--- src/rtl/cabn_pkg.sv ---
// Shared constants and types for the class-aware box suppression block.
// Used by cabn_iou_unit and class_aware_box_nms_top; no dependencies.
`default_nettype none

package cabn_pkg;

   // Kept list sizing
   localparam int MAX_KEPT = 64;
   localparam int IDX_W    = (MAX_KEPT > 1) ? $clog2(MAX_KEPT) : 1;
   localparam int CNT_W    = $clog2(MAX_KEPT + 1);
   localparam int TOTAL_W  = 7;

   // Geometry and arithmetic widths
   localparam int COORD_W  = 16;
   localparam int EXTENT_W = 15;
   localparam int CLASS_W  = 7;
   localparam int THR_W    = 16;
   localparam int AREA_W   = 32;
   localparam int PROD_W   = THR_W + AREA_W;
   localparam logic [15:0] ONE_PIXEL = 16'd16;

   // Configuration space
   localparam int CSR_ADDR_W = 2;
   localparam logic [CSR_ADDR_W-1:0] CSR_ADDR_IOU_THR = 2'd0;
   localparam logic [THR_W-1:0] IOU_THR_RESET = 16'd29491;

   typedef struct packed {
      logic signed [COORD_W-1:0] left;
      logic signed [COORD_W-1:0] top;
      logic [EXTENT_W-1:0]       width;
      logic [EXTENT_W-1:0]       height;
   } box_type;

   // One kept list entry: geometry, class and precomputed inclusive area
   typedef struct packed {
      box_type             box;
      logic [CLASS_W-1:0]  cls;
      logic [AREA_W-1:0]   area;
   } entry_type;

   // Status from the overlap unit back to the sequencer
   typedef struct packed {
      logic busy;
      logic hit;
   } iou_status_type;

endpackage

`default_nettype wire

--- src/rtl/cabn_iou_unit.sv ---
// Pipelined overlap test: decides whether the IoU of two boxes exceeds
// the Q0.16 threshold, one box pair per cycle. Depends on cabn_pkg.
`default_nettype none

module cabn_iou_unit (
   input  logic                     clock,
   input  logic                     reset,
   input  logic                     op_valid,
   input  cabn_pkg::box_type        box_a,
   input  logic [cabn_pkg::AREA_W-1:0] area_a,
   input  cabn_pkg::box_type        box_b,
   input  logic [cabn_pkg::AREA_W-1:0] area_b,
   input  logic [cabn_pkg::THR_W-1:0]  thr,
   output cabn_pkg::iou_status_type status
);
   import cabn_pkg::*;

   // Stage 1 combinational: overlap extents
   logic signed [17:0] ra, rb, ba, bb, la, lb, ta, tb;
   logic signed [17:0] min_r, max_l, min_b, max_t, iw_s, ih_s;

   // Pipeline registers
   logic              v1_ff, v2_ff, v3_ff, v4_ff, v5_ff;
   logic [15:0]       iw1_ff, ih1_ff;
   logic [AREA_W-1:0] asum1_ff, asum2_ff;
   logic [AREA_W-1:0] inter2_ff, inter3_ff, inter4_ff;
   logic [AREA_W-1:0] uni3_ff;
   logic              nz4_ff;
   logic [PROD_W-1:0] prod4_ff;
   logic              hit5_ff;

   always_comb begin
      la = $signed({{2{box_a.left[15]}}, box_a.left});
      lb = $signed({{2{box_b.left[15]}}, box_b.left});
      ta = $signed({{2{box_a.top[15]}}, box_a.top});
      tb = $signed({{2{box_b.top[15]}}, box_b.top});
      ra = la + $signed({3'b000, box_a.width});
      rb = lb + $signed({3'b000, box_b.width});
      ba = ta + $signed({3'b000, box_a.height});
      bb = tb + $signed({3'b000, box_b.height});
      min_r = (ra < rb) ? ra : rb;
      max_l = (la > lb) ? la : lb;
      min_b = (ba < bb) ? ba : bb;
      max_t = (ta > tb) ? ta : tb;
      iw_s = min_r - max_l + $signed({2'b00, ONE_PIXEL});
      ih_s = min_b - max_t + $signed({2'b00, ONE_PIXEL});
   end

   // Valid chain
   always_ff @(posedge clock) begin
      if (reset) begin
         v1_ff <= 1'b0;
         v2_ff <= 1'b0;
         v3_ff <= 1'b0;
         v4_ff <= 1'b0;
         v5_ff <= 1'b0;
      end else begin
         v1_ff <= op_valid;
         v2_ff <= v1_ff;
         v3_ff <= v2_ff;
         v4_ff <= v3_ff;
         v5_ff <= v4_ff;
      end
   end

   // Datapath: clamp, intersect area, union, threshold product, compare
   always_ff @(posedge clock) begin
      iw1_ff   <= iw_s[17] ? 16'd0 : iw_s[15:0];
      ih1_ff   <= ih_s[17] ? 16'd0 : ih_s[15:0];
      asum1_ff <= area_a + area_b;

      inter2_ff <= AREA_W'(iw1_ff) * AREA_W'(ih1_ff);
      asum2_ff  <= asum1_ff;

      uni3_ff   <= asum2_ff - inter2_ff;
      inter3_ff <= inter2_ff;

      prod4_ff  <= PROD_W'(thr) * PROD_W'(uni3_ff);
      inter4_ff <= inter3_ff;
      nz4_ff    <= (uni3_ff != '0);

      hit5_ff <= v4_ff && nz4_ff && ({inter4_ff, 16'h0000} > prod4_ff);
   end

   assign status.busy = v1_ff | v2_ff | v3_ff | v4_ff | v5_ff;
   assign status.hit  = v5_ff & hit5_ff;

endmodule

`default_nettype wire
--- config.mk ---
export PLATFORM = sky130hd
export DESIGN_NAME = cabn_iou_unit
export DESIGN_NICKNAME = d
export VERILOG_FILES = /design/src/rtl/cabn_pkg.sv /design/src/rtl/cabn_iou_unit.sv
export SDC_FILE = /design/constraint.sdc
export NUM_CORES = 2
export LEC_CHECK = 0
export BUFFER_PORTS_ARGS = -buffer_cell sky130_fd_sc_hd__buf_2
export CORE_ASPECT_RATIO = 1.25
export CORE_MARGIN = 10
export CORE_UTILIZATION = 55
export DETAILED_ROUTE_END_ITERATION = 7
export GPL_TIMING_DRIVEN = 0
export PLACE_DENSITY = 0.73
export SYNTH_ARGS = -nofsm -noshare
export SYNTH_HDL_FRONTEND = slang
export SYNTH_SLANG_ARGS = --single-unit
--- constraint.sdc ---
create_clock -name clock -period 23.1 [get_ports clock]
set_clock_uncertainty 0.15 [all_clocks]
set_input_delay 4.62 -clock clock [delete_from_list [all_inputs] [get_ports clock]]
set_output_delay 4.62 -clock clock [all_outputs]
set_load 0.02 [all_outputs]
Yosys cells after proc, flatten, opt, wreduce, memory -nomap -nowiden. Cells that the tools add are included.

Bitwise gates (word level): 5. Reductions and logical operators: 3. Magnitude comparators: 5. Mux-type cells: 4. Multiply operators: 2. Add/subtract/negate cells: 10.

Operators by type and width (number): $mux 18 (4); $add 16x16->17 (4); $gt 48x48->1 (1); $mul 16x32->48 (1); $add 18x6->18 const B (2); $sub 18x18->18 (2); $lt 17x17->1 (2); $add 32x32->32 (1); $gt 16x16->1 (2); $mul 16x16->32 (1); $reduce_bool 32->1 (1); $sub 32x32->32 (1); $or 1x1->1 (4); $logic_and 1x1->1 (2); $and 1x1->1 (1).

Word-level logic and storage cells: 45. Register bits after elaboration: 279. Output and inout bits: 2. Bits of input ports: 207.

Depth between registers and ports, before layout.
Depth after elaboration: 5. Gate-level depth with buffers: 37. Mapped depth without buffers: 34.

Worst setup path before layout. OpenSTA, ideal clock, no wires.

Path type: input -> register. Start: input port box_b[15] (netlist bit). End: register iw1_ff[10]. Arrival: 11247 ps. Slack: 11588 ps. Cell stages on the path: 36. Path buffers: 3. Library setup time: 115 ps. Path through: ha_1 inv_1 fa_1 nor2b_1 o31a_1 o41ai_1 o21bai_1 a21o_1 a21oi_1 xnor2_1 inv_1 ha_1 nand2_1 o21ai_0 a21oi_1 maj3_1 maj3_2 nor2_2 or2_1 buf_6 buf_12 mux2i_1 ha_1 ha_1 fa_1 a21o_1 a21o_1 a2111oi_4 o31ai_1 o41ai_2 o21ai_1 a21o_1 a21oi_2 xor2_2 buf_4 nor2_1.

Word-level cells in the longest chain between the ends: 5.

RTL lines: from (decl) (line cabn_iou_unit.sv:11) `input cabn_pkg::box_type box_b,`; $add 16x16->17 * (line cabn_iou_unit.sv:38) `rb = lb + $signed({3'b000, box_b.width});`; $lt 17x17->1 (line cabn_iou_unit.sv:41) `min_r = (ra < rb) ? ra : rb;`; $mux 18 * (line cabn_iou_unit.sv:41); $sub 18x18->18 * (line cabn_iou_unit.sv:45) `iw_s = min_r - max_l + $signed({2'b00, ONE_PIXEL});`; $add 18x6->18 * (line cabn_iou_unit.sv:45); to (signal assigned) (line cabn_iou_unit.sv:68) `iw1_ff <= iw_s[17] ? 16'd0 : iw_s[15:0];`; to (decl) (line cabn_iou_unit.sv:24) `logic [15:0] iw1_ff, ih1_ff;`.

Every way passes the cells marked *; elsewhere a longest branch is shown, timed or not. A chain may end at the register's enable or synchronous reset.

Final worst setup path.
Start: input port box_b[46] (netlist bit). End: register iw1_ff[13].

Word-level cells in the longest chain between the ends: 5. Elaborated cells between the ends (all ways): 7. Classes of those cells: add/sub: 3; order compare: 2; mux: 2.

RTL lines (line): $add 16x16->17 (cabn_iou_unit.sv:38); $lt 17x17->1 (cabn_iou_unit.sv:41); $mux 18 (cabn_iou_unit.sv:41); $sub 18x18->18 * (cabn_iou_unit.sv:45); $add 18x6->18 * (cabn_iou_unit.sv:45).

Marks and branches as above.

==> flow_summary_export.csv <==
group,metric,value,unit
run_status,status,"finished, final reports clean",
floorplanning,rows,111,
synthesis,synth_cell_types,80,
critical_path,worstPathRequired,23.37,ns
timing,fmax,81.7,MHz
grt,grt_max_degree,17,
critical_path,cp-end-kind,"flip-flop",
cells_and_area,final_area,43900,sq um
cells_and_area,drive_gt1_share,6.34,%
critical_path,cp.arrival,12.51,ns
synthesis,yosysTopAreaCell,"fa_1",
clock_tree,cts_tree,"built",
synthesis,ys_warn_count,0,
grt,grt_antenna_before_repair,5,
timing,finalSetupTns,0,ns
clock_tree,cts_setup_buffers,0,
timing,slew_viol_final,0,
floorplanning,core,73300,sq um
synthesis,synth_flop_cell,"dfxtp_1",
worst_hold_path,hold_path.class,"flip-flop to flip-flop",
cells_and_area,nNetsFinal,6107,
grt,grt_pass1_vias,33700,
timing,tightest_slew,1.23,ns
synthesis,syn-cell-area,40700,sq um
drt,viasPerCell,5.49,
floorplanning,die_h,324,um
synthesis,synth-edff-count,0,
clock_tree,cts_buffers,26,
clock_tree,htree_num_levels,1,
synthesis,synth_area_leaders,"fa_1 30%, ha_1 15%, dfxtp_1 14%, inv_1 7.9%, nand2_1 5.2%",
drt,post_drt_wl_per_cell,18.4,um
critical_path,cpPeakStageDelay,0.47,ns
synthesis,yosysSeqAreaShare,13.7,%
placement,hpwl,91300,um
timing,finalCritPeriodShare,53.0,%
clock_tree,postCtsResizedCells,0,
synthesis,ys_ff_latch,279,
grt,grt_pass1_wl,172000,um
timing,setup-violations-final,0,
clock_tree,clock_latency,0.55,ns
placement,dpl_cell_area,43000,sq um
critical_path,worst-path-max-fanout,10,
critical_path,reg2reg_slack,14.75,ns
floorplanning,ios,209,
clock_tree,cts.sinks,279,
critical_path,crit_slowest_cell,"fa_1",
drt,ant_nets,0,
drt,firstDrtPassIters,6,
critical_path,crit_family,"compound AO/OA/AOI/OAI gates",
drt,drc,0,
timing,slew_headroom,17.1,%
drt,routed_wl,106000,um
clock_tree,cts-root-buf,"clkbuf_16",
synthesis,async_reset_ff_share,0,%
floorplanning,initial_core_util,55.5,%
critical_path,timing_worst_setup_path_type,"input pin to flip-flop",
job,max_cap_viol_count,0,
drt,drtIter0Drc,1694,
placement,port_buffers,208,
clock_tree,ctsHoldBuffers,0,
synthesis,syn_area_per_cell,8.97,sq um
synthesis,synth_most_common_cell,"inv_1",
floorplanning,dieArea,85400,sq um
critical_path,crit_path_start_kind,"input pin",
timing,hold_viol,0,
synthesis,synth_top_cell_area_share,30.5,%
critical_path,critPathBufInv,6,
grt,grtUsageTotal,25.0,%
timing,layout_min_cycle_time,12.23,ns
clock_tree,clk_path_buf_depth,3,
clock_tree,clkTransAtPathRegs,0.06,ns
grt,grt-ovfl-total,0,
placement,gp_congestion,0.951,
synthesis,syn_nets,5871,
timing,rsz0062_at_grt,"false",
synthesis,synthCells,4540,
synthesis,synth_common_cells,"852 x inv_1, 620 x fa_1, 560 x nand2_1",
cells_and_area,syn_to_final_growth,7.83,%
drt,vias,31600,
floorplanning,die_w,263,um
## per-stage QoR
stage	cells	hold WS (ns)	utilization (%)	setup slack (ns)
after floorplan	4540	0.160	-	11.59
after global placement	5708	0.160	58.6	10.52
after detailed placement	5708	0.162	58.6	10.48
after CTS	5753	0.172	59.9	10.93
after global routing	5753	0.180	59.9	10.42
final	5755	0.173	59.9	10.87
## area by class of cell
cell class                      count  area [sq um]
Antenna cell                        2          5.00
Buffer                            136           547
Timing Repair Buffer              208          1040
Clock inverter                     15           224
Fill cell                        6521         29400
Inverter                          852          3200
Tap cell                          960          1200
Sequential cell                   279          5590
Multi-Input combinational cell   3273         31400
Clock buffer                       30           717
## cell families (layout without fill, tap and decap cells)
logic type	after synthesis	in the layout	synth area share, %
AO/OA/AOI/OAI	650	650	10.5
XOR/XNOR	199	199	4.32
adder cells (fa/ha/maj)	1127	1127	46.0
buffers and inverters	988	1241	9.20
flip-flops	279	279	13.7
multiplexers	63	63	1.61
other	0	2	0
AND/OR/NAND/NOR	1234	1234	14.6
## metal layers
metal	track usage (%)	share of wire (%)
met2	46.0	51
met3	3.74	6.2
met1	27.9	37
met4	12.5	5.7
met5	0	0.038
## placed cells by master, fill, tap and decap left out, types with 9 or more instances in the layout
cell type / instances
a21o_1: 127
a2111oi_0: 10
dfxtp_1: 279
nor3_1: 49
nand3_1: 37
o21ai_1: 9
o21a_1: 27
and3_1: 27
xor2_1: 63
a211oi_1: 27
xnor2_1: 134
nor2b_1: 33
nand2b_1: 33
nand2_1: 560
mux2i_1: 47
and2_1: 300
clkbuf_16: 27
o21bai_1: 39
ha_1: 504
o21ai_0: 113
inv_1: 852
a31oi_1: 17
o211ai_1: 10
mux2_2: 15
nor4_1: 12
fa_1: 620
nand4_1: 26
a21oi_1: 190
buf_2: 209
nor2_1: 121
o31ai_1: 9
or3_1: 12
clkbuf_1: 131
## worst paths after layout
path                         start               endpoint  cells past startpoint
max                      box_b[46]  iw1_ff[13]$_SDFF_PP0_                     37
min reg2reg  inter3_ff[19]$_DFF_P_  inter4_ff[19]$_DFF_P_                      0
min          inter3_ff[19]$_DFF_P_  inter4_ff[19]$_DFF_P_                      0
max reg2reg     uni3_ff[8]$_DFF_P_   prod4_ff[44]$_DFF_P_                     22
## registers in the layout, summed over array words and instances (netlist names)
register   count
inter3_ff     32
v5_ff          1
v1_ff          1
asum2_ff      32
ih1_ff        16
v2_ff          1
uni3_ff       32
iw1_ff        16
nz4_ff         1
asum1_ff      32
hit5_ff        1
prod4_ff      48
inter2_ff     32
inter4_ff     32
v4_ff          1
v3_ff          1
Power is not shown: default switching activity piles up to over one toggle a cycle in this logic, so the estimate is an artifact.
